--- src/qrb_pkg.sv ---
// Shared types and constants of the quadratic root bisection block.
package qrb_pkg;

    localparam int XW       = 32;              // Q-format word width
    localparam int TOL_W    = 31;              // tolerance register width
    localparam int DIGIT_W  = 16;              // multiplier digit handled per cell
    localparam int MC_W     = 64;              // multiplicand width (a, then a*x + b)
    localparam int PROD_W   = MC_W + DIGIT_W + 1;
    // Holds (a*x + b*2^F)*x + c*2^2F exactly for every FRAC_BITS up to 30.
    localparam int ACC_W    = 97;
    localparam int NCELL    = 4;

    localparam int MAX_ITER_DEF  = 64;
    localparam int FRAC_BITS_DEF = 16;

    localparam logic [TOL_W-1:0] TOL_RESET = TOL_W'(66);
    localparam logic signed [XW-1:0] F_MAX = 32'sh7FFF_FFFF;
    localparam logic signed [XW-1:0] F_MIN = 32'sh8000_0000;

    typedef enum logic [1:0] {
        R_LOW_SMALL  = 2'd0,
        R_HIGH_SMALL = 2'd1,
        R_NARROW     = 2'd2,
        R_LIMIT      = 2'd3
    } t_reason;

    // Which evaluation point a word in the multiply chain belongs to.
    typedef enum logic [1:0] {
        TAG_LO  = 2'd0,
        TAG_HI  = 2'd1,
        TAG_MID = 2'd2
    } t_tag;

    typedef struct packed {
        logic signed [XW-1:0] start_low;
        logic signed [XW-1:0] start_high;
        logic signed [XW-1:0] coef_square;
        logic signed [XW-1:0] coef_linear;
        logic signed [XW-1:0] coef_const;
    } t_job;

    typedef struct packed {
        logic signed [XW-1:0] root;
        t_reason              finish_reason;
    } t_result;

    typedef struct packed {
        logic                    vld;
        t_tag                    tag;
        logic signed [XW-1:0]    x;
        logic signed [MC_W-1:0]  mcand;
        logic signed [ACC_W-1:0] acc;
    } t_tok;

    typedef struct packed {
        logic                 vld;
        t_tag                 tag;
        logic signed [XW-1:0] f;
    } t_fval;

endpackage

--- src/qrb_sat.sv ---
// Output stage of the evaluation chain: drop fraction bits and saturate.
module qrb_sat #(
    parameter int FRAC_BITS = qrb_pkg::FRAC_BITS_DEF
) (
    input  logic           i_clk,
    input  logic           i_rst_n,
    input  qrb_pkg::t_tok  i_tok,
    output qrb_pkg::t_fval o_fval
);

    localparam int SH = 2 * FRAC_BITS;

    logic signed [qrb_pkg::ACC_W-1:0]     w_sh;
    logic [qrb_pkg::ACC_W-qrb_pkg::XW:0]  w_top;
    logic                                 w_fits;
    qrb_pkg::t_fval                       n_fval;
    qrb_pkg::t_fval                       r_fval;

    always_comb begin
        w_sh   = i_tok.acc >>> SH;
        w_top  = w_sh[qrb_pkg::ACC_W-1:qrb_pkg::XW-1];
        w_fits = (&w_top) || !(|w_top);
        n_fval.vld = i_tok.vld;
        n_fval.tag = i_tok.tag;
        if (w_fits) begin
            n_fval.f = w_sh[qrb_pkg::XW-1:0];
        end else if (i_tok.acc[qrb_pkg::ACC_W-1]) begin
            n_fval.f = qrb_pkg::F_MIN;
        end else begin
            n_fval.f = qrb_pkg::F_MAX;
        end
    end

    always_ff @(posedge i_clk) begin
        if (!i_rst_n) begin
            r_fval.vld <= 1'b0;
        end else begin
            r_fval <= n_fval;
        end
    end

    assign o_fval = r_fval;

endmodule

--- config.mk ---
export PLATFORM = sky130hd
export DESIGN_NAME = qrb_sat
export DESIGN_NICKNAME = d
export VERILOG_FILES = /design/src/qrb_pkg.sv /design/src/qrb_sat.sv
export SDC_FILE = /design/constraint.sdc
export NUM_CORES = 1
export LEC_CHECK = 0
export BUFFER_PORTS_ARGS = -buffer_cell sky130_fd_sc_hd__buf_2
export CAP_MARGIN = 20
export CORE_AREA = 5 5 88 90
export CTS_CLUSTER_DIAMETER = 100
export DETAILED_ROUTE_END_ITERATION = 6
export DIE_AREA = 0 0 93 95
export PLACE_DENSITY = 0.64
export SYNTH_ARGS = -nofsm -noshare
export SYNTH_HDL_FRONTEND = slang
export SYNTH_SLANG_ARGS = --single-unit
--- constraint.sdc ---
create_clock -name i_clk -period 4.2 [get_ports i_clk]
set_clock_uncertainty 0.1 [all_clocks]
set_input_delay 0.84 -clock i_clk [delete_from_list [all_inputs] [get_ports i_clk]]
set_output_delay 0.84 -clock i_clk [all_outputs]
set_load 0.005 [all_outputs]
==> metrics.txt <==
largest net degree at the start of global routing 36; Worst EP arrival 2.49 ns; Buf/Inv on CP 1; final setup fails 0; cts hold-fix bufs 0; Starting Density 22.0%; Worst VDD drop 109 µV; routed via count around 1300; Mapped Nets 299; layout cells sized above 1 56.0%; fmax between 400 and 500 MHz; asr flop ratio synth 0%; placed cells around 280; hold path start i_tok[193]; critical path fanouts, max 31; RSZ-0062 raised after global routing false; fin crit period 2.44 ns; Post-CTS Resized 0; final hold viol count 0; row cnt 31; most common cell in the netlist edfxtp_1; Synth top area share 66.3%; Hold Path End o_fval[32]$_DFFE_PP_; wirelength, routed 4.02 mm; ys flop type edfxtp_1; pwr dens 367 nW/µm²; setup_tns 0 ns; post-route ant nets 0; postcts setup bufs 0; Synth Area per Inst 15.2 µm²; Die Width 93 µm; worst-path cell chain buf_2 -> nor4_1 -> nand4_1 -> nor3_2 -> a31o_2 -> a21o_1; clk buf depth 2; area grow syn2layout 43.7%; drt initial violations 52; Synth area leaders edfxtp_1 (66%), a21o_1 (15%), buf_6 (4.4%); WS Path Type primary input to flop; # fillers 701; Wirelength per Cell 13.9 µm; Worst Hold Class primary input to flop; RD Place Congestion slightly below 0.7; Largest register FFs 35; DRT Pass-1 Iters 6; Die ar. 8840 µm²; yosys warns 0; final slew viol count 0; status complete, no violations; CTS clk-pin slew, worst paths roughly 0.070 ns; top cells by count, synth edfxtp_1 (34), a21o_1 (31), nand4_1 (9); Finished Cell Area 2210 µm²; Die Height 95 µm; Area after DPL 2100 µm²; Max-Cap Viols 0; CTS root buf clkbuf_8; post-route clock period utilization 58.1%; Distinct cells, synth 15; Worst-Margin Slew 0.808 ns; Largest stage delay, worst path 0.61 ns; crit-path leading delay family compound AO/OA/AOI/OAI gates; Core Footprint between 6000 and 7000 µm²; Worst Path Required 4.25 ns; CP max stage cell a31o_2; Worst Setup Start Kind primary input; area leader, netlist edfxtp_1; Multi-input gate area 433 µm²; Net count, final around 400; FF/Latch Area 1040 µm²; first-pass GRT wire length 6.08 mm; diode count 0; number of port buffers 104; Post-Synthesis Cells about 100; vias in the first global route between 1000 and 1500; Max-slew headroom 46.1%; #FFs+latches synth 35; hold path depth 1; DRC 0; CTS tree built; Tot Pwr around 810 µW; Tot GR Track Use 8.98%; via density per instance 4.42; EDFF count, synth 34; CTS sink count 35; CTS Buf Count 5; CTS H-Tree Depth 2; IO Pins 233; GRT Residual Overflow 0; initial antenna violation count 0; endpoint class of the critical path flop; Static Leak roughly 0.0011 µW; Synth Cell Area 1540 µm²; Seq/Total Area, Yosys 67.6%; Non-Filler Instances 289
## worst max-delay path by stage
stage | end | start | cells after the start | slack [ns]
final | o_fval[15]$_DFFE_PP_ | i_tok[67] | 6 | 1.76
after CTS | o_fval[15]$_DFFE_PP_ | i_tok[67] | 6 | 1.75
after global placement | o_fval[10]$_DFFE_PP_ | i_tok[96] | 6 | 1.47
after floorplan | o_fval[10]$_DFFE_PP_ | i_tok[81] | 6 | 2.03
after global routing | o_fval[15]$_DFFE_PP_ | i_tok[96] | 6 | 1.62
after detailed placement | o_fval[25]$_DFFE_PP_ | i_tok[81] | 6 | 1.46
## layer usage
metal	up-vias	GRT usage, %	part of all wire [%]
met5	-	0	0
met4	0	4.40	2.0
met3	6	3.19	12
met2	87	14.3	44
met1	566	10.7	42
li1	617	-	-
## power breakdown
group,total (µW),internal (µW),switching [µW],leakage [µW]
Combinational,95.3,50.8,44.5,0.000663
Clock,296,178,119,0.0000524
Sequential,419,413,5.81,0.000341
Total,810,641,169,0.00106
## cell type report
class	count	share of cell area, %
Multi-Input combinational cell	59	19.6
Timing Repair Buffer	105	23.9
Clock buffer	7	3.45
Sequential cell	35	47.1
Clock inverter	1	1.36
Tap cell	82	4.64
## through the flow
step	hold WS, ns	worst slack (ns)	util [%]
3_3_place_gp	0.918	1.47	30.1
3_5_place_dp	0.921	1.46	30.1
6_report	0.639	1.76	31.7
4_1_cts	0.623	1.75	31.7
5_1_grt	0.623	1.62	31.7
2_1_floorplan	0.839	2.03	-
## placed cells by master, fill, tap and decap left out, drive strengths merged
master	n
a31o	1
nor2	2
nand3	1
buf	105
edfxtp	34
nand2	2
dfxtp	1
bufinv	1
nor3	2
and2	1
a21o	31
a311oi	1
clkbuf	7
nor4	9
nand4	9
## cells by family after synthesis
group           after synthesis  share of synthesized area, %
compound gates               33                          16.7
simple gates                 26                          10.7
flops                        35                          67.6
buf+inv                       7                          4.96
Power figures use the tool's default switching activity.
