$ cat config.mk
export PLATFORM = sky130hd
export DESIGN_NAME = qrb_cell
export DESIGN_NICKNAME = d
export VERILOG_FILES = /design/src/qrb_pkg.sv /design/src/qrb_cell.sv
export SDC_FILE = /design/constraint.sdc
export NUM_CORES = 2
export LEC_CHECK = 0
export BUFFER_PORTS_ARGS = -buffer_cell sky130_fd_sc_hd__clkbuf_2
export CAP_MARGIN = 20
export CORE_MARGIN = 8
export CORE_UTILIZATION = 30
export CTS_CLUSTER_DIAMETER = 100
export DETAILED_ROUTE_END_ITERATION = 6
export SETUP_SLACK_MARGIN = 0.15
export SYNTH_ARGS = -nofsm -noshare
export SYNTH_HDL_FRONTEND = slang
export SYNTH_SLANG_ARGS = --single-unit
$ cat constraint.sdc
create_clock -name i_clk -period 13.3 [get_ports i_clk]
set_input_delay 1.33 -clock i_clk [delete_from_list [all_inputs] [get_ports i_clk]]
set_output_delay 1.33 -clock i_clk [all_outputs]
set_load 0.02 [all_outputs]
$ cat src/qrb_pkg.sv
// Shared types and constants of the quadratic root bisection block.
package qrb_pkg;

    localparam int XW       = 32;              // Q-format word width
    localparam int TOL_W    = 31;              // tolerance register width
    localparam int DIGIT_W  = 16;              // multiplier digit handled per cell
    localparam int MC_W     = 64;              // multiplicand width (a, then a*x + b)
    localparam int PROD_W   = MC_W + DIGIT_W + 1;
    // Holds (a*x + b*2^F)*x + c*2^2F exactly for every FRAC_BITS up to 30.
    localparam int ACC_W    = 97;
    localparam int NCELL    = 4;

    localparam int MAX_ITER_DEF  = 64;
    localparam int FRAC_BITS_DEF = 16;

    localparam logic [TOL_W-1:0] TOL_RESET = TOL_W'(66);
    localparam logic signed [XW-1:0] F_MAX = 32'sh7FFF_FFFF;
    localparam logic signed [XW-1:0] F_MIN = 32'sh8000_0000;

    typedef enum logic [1:0] {
        R_LOW_SMALL  = 2'd0,
        R_HIGH_SMALL = 2'd1,
        R_NARROW     = 2'd2,
        R_LIMIT      = 2'd3
    } t_reason;

    // Which evaluation point a word in the multiply chain belongs to.
    typedef enum logic [1:0] {
        TAG_LO  = 2'd0,
        TAG_HI  = 2'd1,
        TAG_MID = 2'd2
    } t_tag;

    typedef struct packed {
        logic signed [XW-1:0] start_low;
        logic signed [XW-1:0] start_high;
        logic signed [XW-1:0] coef_square;
        logic signed [XW-1:0] coef_linear;
        logic signed [XW-1:0] coef_const;
    } t_job;

    typedef struct packed {
        logic signed [XW-1:0] root;
        t_reason              finish_reason;
    } t_result;

    typedef struct packed {
        logic                    vld;
        t_tag                    tag;
        logic signed [XW-1:0]    x;
        logic signed [MC_W-1:0]  mcand;
        logic signed [ACC_W-1:0] acc;
    } t_tok;

    typedef struct packed {
        logic                 vld;
        t_tag                 tag;
        logic signed [XW-1:0] f;
    } t_fval;

endpackage

$ cat src/qrb_cell.sv
// One multiply-accumulate cell of the polynomial evaluation chain.
module qrb_cell #(
    parameter bit LOW_DIGIT = 1'b0,
    parameter bit RELOAD    = 1'b0
) (
    input  logic                             i_clk,
    input  logic                             i_rst_n,
    input  qrb_pkg::t_tok                    i_tok,
    input  logic signed [qrb_pkg::ACC_W-1:0] i_addend,
    output qrb_pkg::t_tok                    o_tok
);

    logic signed [qrb_pkg::DIGIT_W:0]      w_digit;
    logic signed [qrb_pkg::PROD_W-1:0]     w_prod;
    logic signed [qrb_pkg::ACC_W-1:0]      w_base;
    logic signed [qrb_pkg::ACC_W-1:0]      w_sum;
    qrb_pkg::t_tok                         n_tok;
    qrb_pkg::t_tok                         r_tok;

    always_comb begin
        // High digit is signed, low digit is a plain unsigned fraction of x.
        if (LOW_DIGIT) begin
            w_digit = {1'b0, i_tok.x[qrb_pkg::DIGIT_W-1:0]};
            w_base  = i_tok.acc <<< qrb_pkg::DIGIT_W;
        end else begin
            w_digit = {i_tok.x[qrb_pkg::XW-1], i_tok.x[qrb_pkg::XW-1 -: qrb_pkg::DIGIT_W]};
            w_base  = i_tok.acc;
        end
        w_prod = i_tok.mcand * w_digit;
        w_sum  = w_base
               + {{(qrb_pkg::ACC_W-qrb_pkg::PROD_W){w_prod[qrb_pkg::PROD_W-1]}}, w_prod}
               + i_addend;

        n_tok     = i_tok;
        if (RELOAD) begin
            // Hand the finished inner term on as the next multiplicand.
            n_tok.mcand = w_sum[qrb_pkg::MC_W-1:0];
            n_tok.acc   = '0;
        end else begin
            n_tok.acc   = w_sum;
        end
    end

    always_ff @(posedge i_clk) begin
        if (!i_rst_n) begin
            r_tok.vld <= 1'b0;
        end else begin
            r_tok <= n_tok;
        end
    end

    assign o_tok = r_tok;

endmodule

==> flow_summary.json <==
{
  "finalCriticalPeriod_ps": 12400,
  "cp_top_family": "adder cells",
  "path_buf_inv": 8,
  "status": "completed",
  "path_depth": 35,
  "gp_congestion": 0.9128,
  "firstDrtPassIters": 6,
  "die_h_um": 417.3,
  "first_global_vias": 41640,
  "critPathArrivalTime_ps": 12740,
  "rsz0062_at_grt": "no",
  "clkTransAtPathRegs_ps": 100,
  "synth.distinct_cells": 83,
  "synth_top_area_share": 0.4273,
  "multi_input_area_mm2": 0.03689,
  "cts_sinks": 196,
  "required_ps": 13640,
  "yosys_warnings": 0,
  "cpPeakStageDelay_ps": 1020,
  "critPathCaptureType": "register",
  "finalHoldViolations": 0,
  "post-route-period-util": 0.9324,
  "drtIter0Drc": 2403,
  "via_per_inst": 4.829,
  "fin_nets": 7226,
  "die_width_um": 417.3,
  "yosysMostFrequentCell": "inv_1",
  "rows": 147,
  "drv_cap": 0,
  "ff_latch_area_mm2": 0.005876,
  "synth_ff_type": "edfxtp_1",
  "htreeDepth": 4,
  "track_usage": 0.1865,
  "whs_ps": 920.9,
  "drive_above_1_share": 0.1090,
  "async_reset_ff_frac": 0,
  "wire_per_inst_um": 20.57,
  "post-dp-hpwl_um": 132100,
  "tritoncts": "yes",
  "cts_buffer_depth": 2,
  "critical_path.most_common_cell": "fa_1",
  "start_util": 0.3015,
  "ant_nets": 0,
  "grt_pass1_wl_um": 248700,
  "post_cts_resize_count": 0,
  "gr-total-overflow": 0,
  "crit_type": "in2reg",
  "wl_um": 160600,
  "clock.fmax_mhz": 80.64,
  "route.vias.total": 37700,
  "syn_inst": 5300,
  "fillers": 16650,
  "ys_seq_elements": 196,
  "cts_setup_buffers": 0,
  "cts-buffers-inserted": 17,
  "grt_max_degree": 92,
  "synth.area.top_cells": "fa_1, edfxtp_1, inv_1, ha_1, nand2_1",
  "antenna_found_initial": 10,
  "crit_slowest_cell": "a311oi_2",
  "core_mm2": 0.1602,
  "start_kind": "input pin",
  "remaining_drc_errors": 0,
  "hold_path_startpoint": "i_tok[166]",
  "avgSynthCellArea_um2": 9.114,
  "ys_seq_area_frac": 0.1216,
  "io_buffer_count": 490,
  "postCtsHoldBufs": 0,
  "area_growth_pct": 11.07,
  "hold-path-cell-count": 1,
  "worstHoldPathType": "in2reg",
  "fin_setup_tns_ps": 0,
  "netlist_top_cells_count": "inv_1, fa_1, nand2_1",
  "cts_root_buffer": "clkbuf_16",
  "largest_reg_flops": 196,
  "die-area_mm2": 0.1741,
  "setup_violations": 0,
  "synth_nets": 6899,
  "synthesis.area_mm2": 0.04831,
  "cp_max_fo": 24,
  "io_pins": 491,
  "holdPathEnd": "o_tok[166]",
  "synth_edf_count": 195,
  "slew_headroom": 0.2038,
  "slew_violations": 0,
  "max_slew.worst_pin.slew_ps": 1194,
  "synth.largest_area_cell": "fa_1"
}
[how the worst max path moves through the flow]
| stage | start | endpoint | slack, ps |
|---|---|---|---|
| 5_1_grt | i_tok[178] | o_tok[75] | 390 |
| 4_1_cts | i_tok[178] | o_tok[83] | 1120 |
| 2_1_floorplan | i_tok[178] | o_tok[96] | 2330 |
| 3_3_place_gp | i_tok[178] | o_tok[94] | 580 |
| 3_5_place_dp | i_tok[178] | o_tok[83] | 480 |
| 6_report | i_tok[178] | o_tok[75] | 900 |
[cell type report]
class | count | area share
clock inverter | 15 | 0.003358
clock buffer | 17 | 0.007929
antenna | 7 | 0.0003265
sequential | 196 | 0.1095
timing repair buffer | 549 | 0.05485
inverter | 1231 | 0.08612
tap | 2160 | 0.05037
multi-input combinational | 3632 | 0.6875
[through the flow]
stage | area (µm²) | utilization | setup WS (ps) | cells
after CTS | 53640 | 0.3348 | 1124 | 7800
after global placement | 53030 | 0.3310 | 581.4 | 7768
after global routing | 53640 | 0.3348 | 390.0 | 7801
final | 53650 | 0.3349 | 898.9 | 7807
after detailed placement | 53030 | 0.3310 | 479.0 | 7768
after floorplan | 48310 | - | 2327 | 5300
[metal layers]
layer	up-vias	routed length (µm)	global-route usage
li1	16760	-	-
met2	1398	83230	0.3415
met4	8	5799	0.06415
met5	-	51	0
met3	278	10830	0.03873
met1	19260	60660	0.2152
[logic make-up (layout without fill, tap and decap cells)]
| family | Yosys count | in the layout | share of synthesized area |
|---|---|---|---|
| mux | 2 | 2 | 0.0004144 |
| fa+ha+maj | 1304 | 1304 | 0.4980 |
| flops | 196 | 196 | 0.1216 |
| simple gates | 1506 | 1506 | 0.1460 |
| compound gates | 644 | 644 | 0.08688 |
| buf+inv | 1472 | 1812 | 0.1147 |
| xor+xnor | 176 | 176 | 0.03235 |
| other cells | 0 | 7 | 0 |
[layout by cell type, fill, tap and decap left out, types with 92 or more instances in the layout]
cell | netlist | layout
inv_1 | 1231 | 1230
fa_1 | 1031 | 1031
nand2_1 | 772 | 772
clkbuf_2 | 0 | 489
and2_1 | 364 | 364
ha_1 | 273 | 273
a21oi_1 | 213 | 213
edfxtp_1 | 195 | 195
nor2_1 | 167 | 167
xnor2_1 | 114 | 114
o21ai_0 | 106 | 106
a21o_1 | 92 | 92
Power is not shown: default switching activity piles up to over one toggle a cycle in this logic, so the estimate is an artifact.
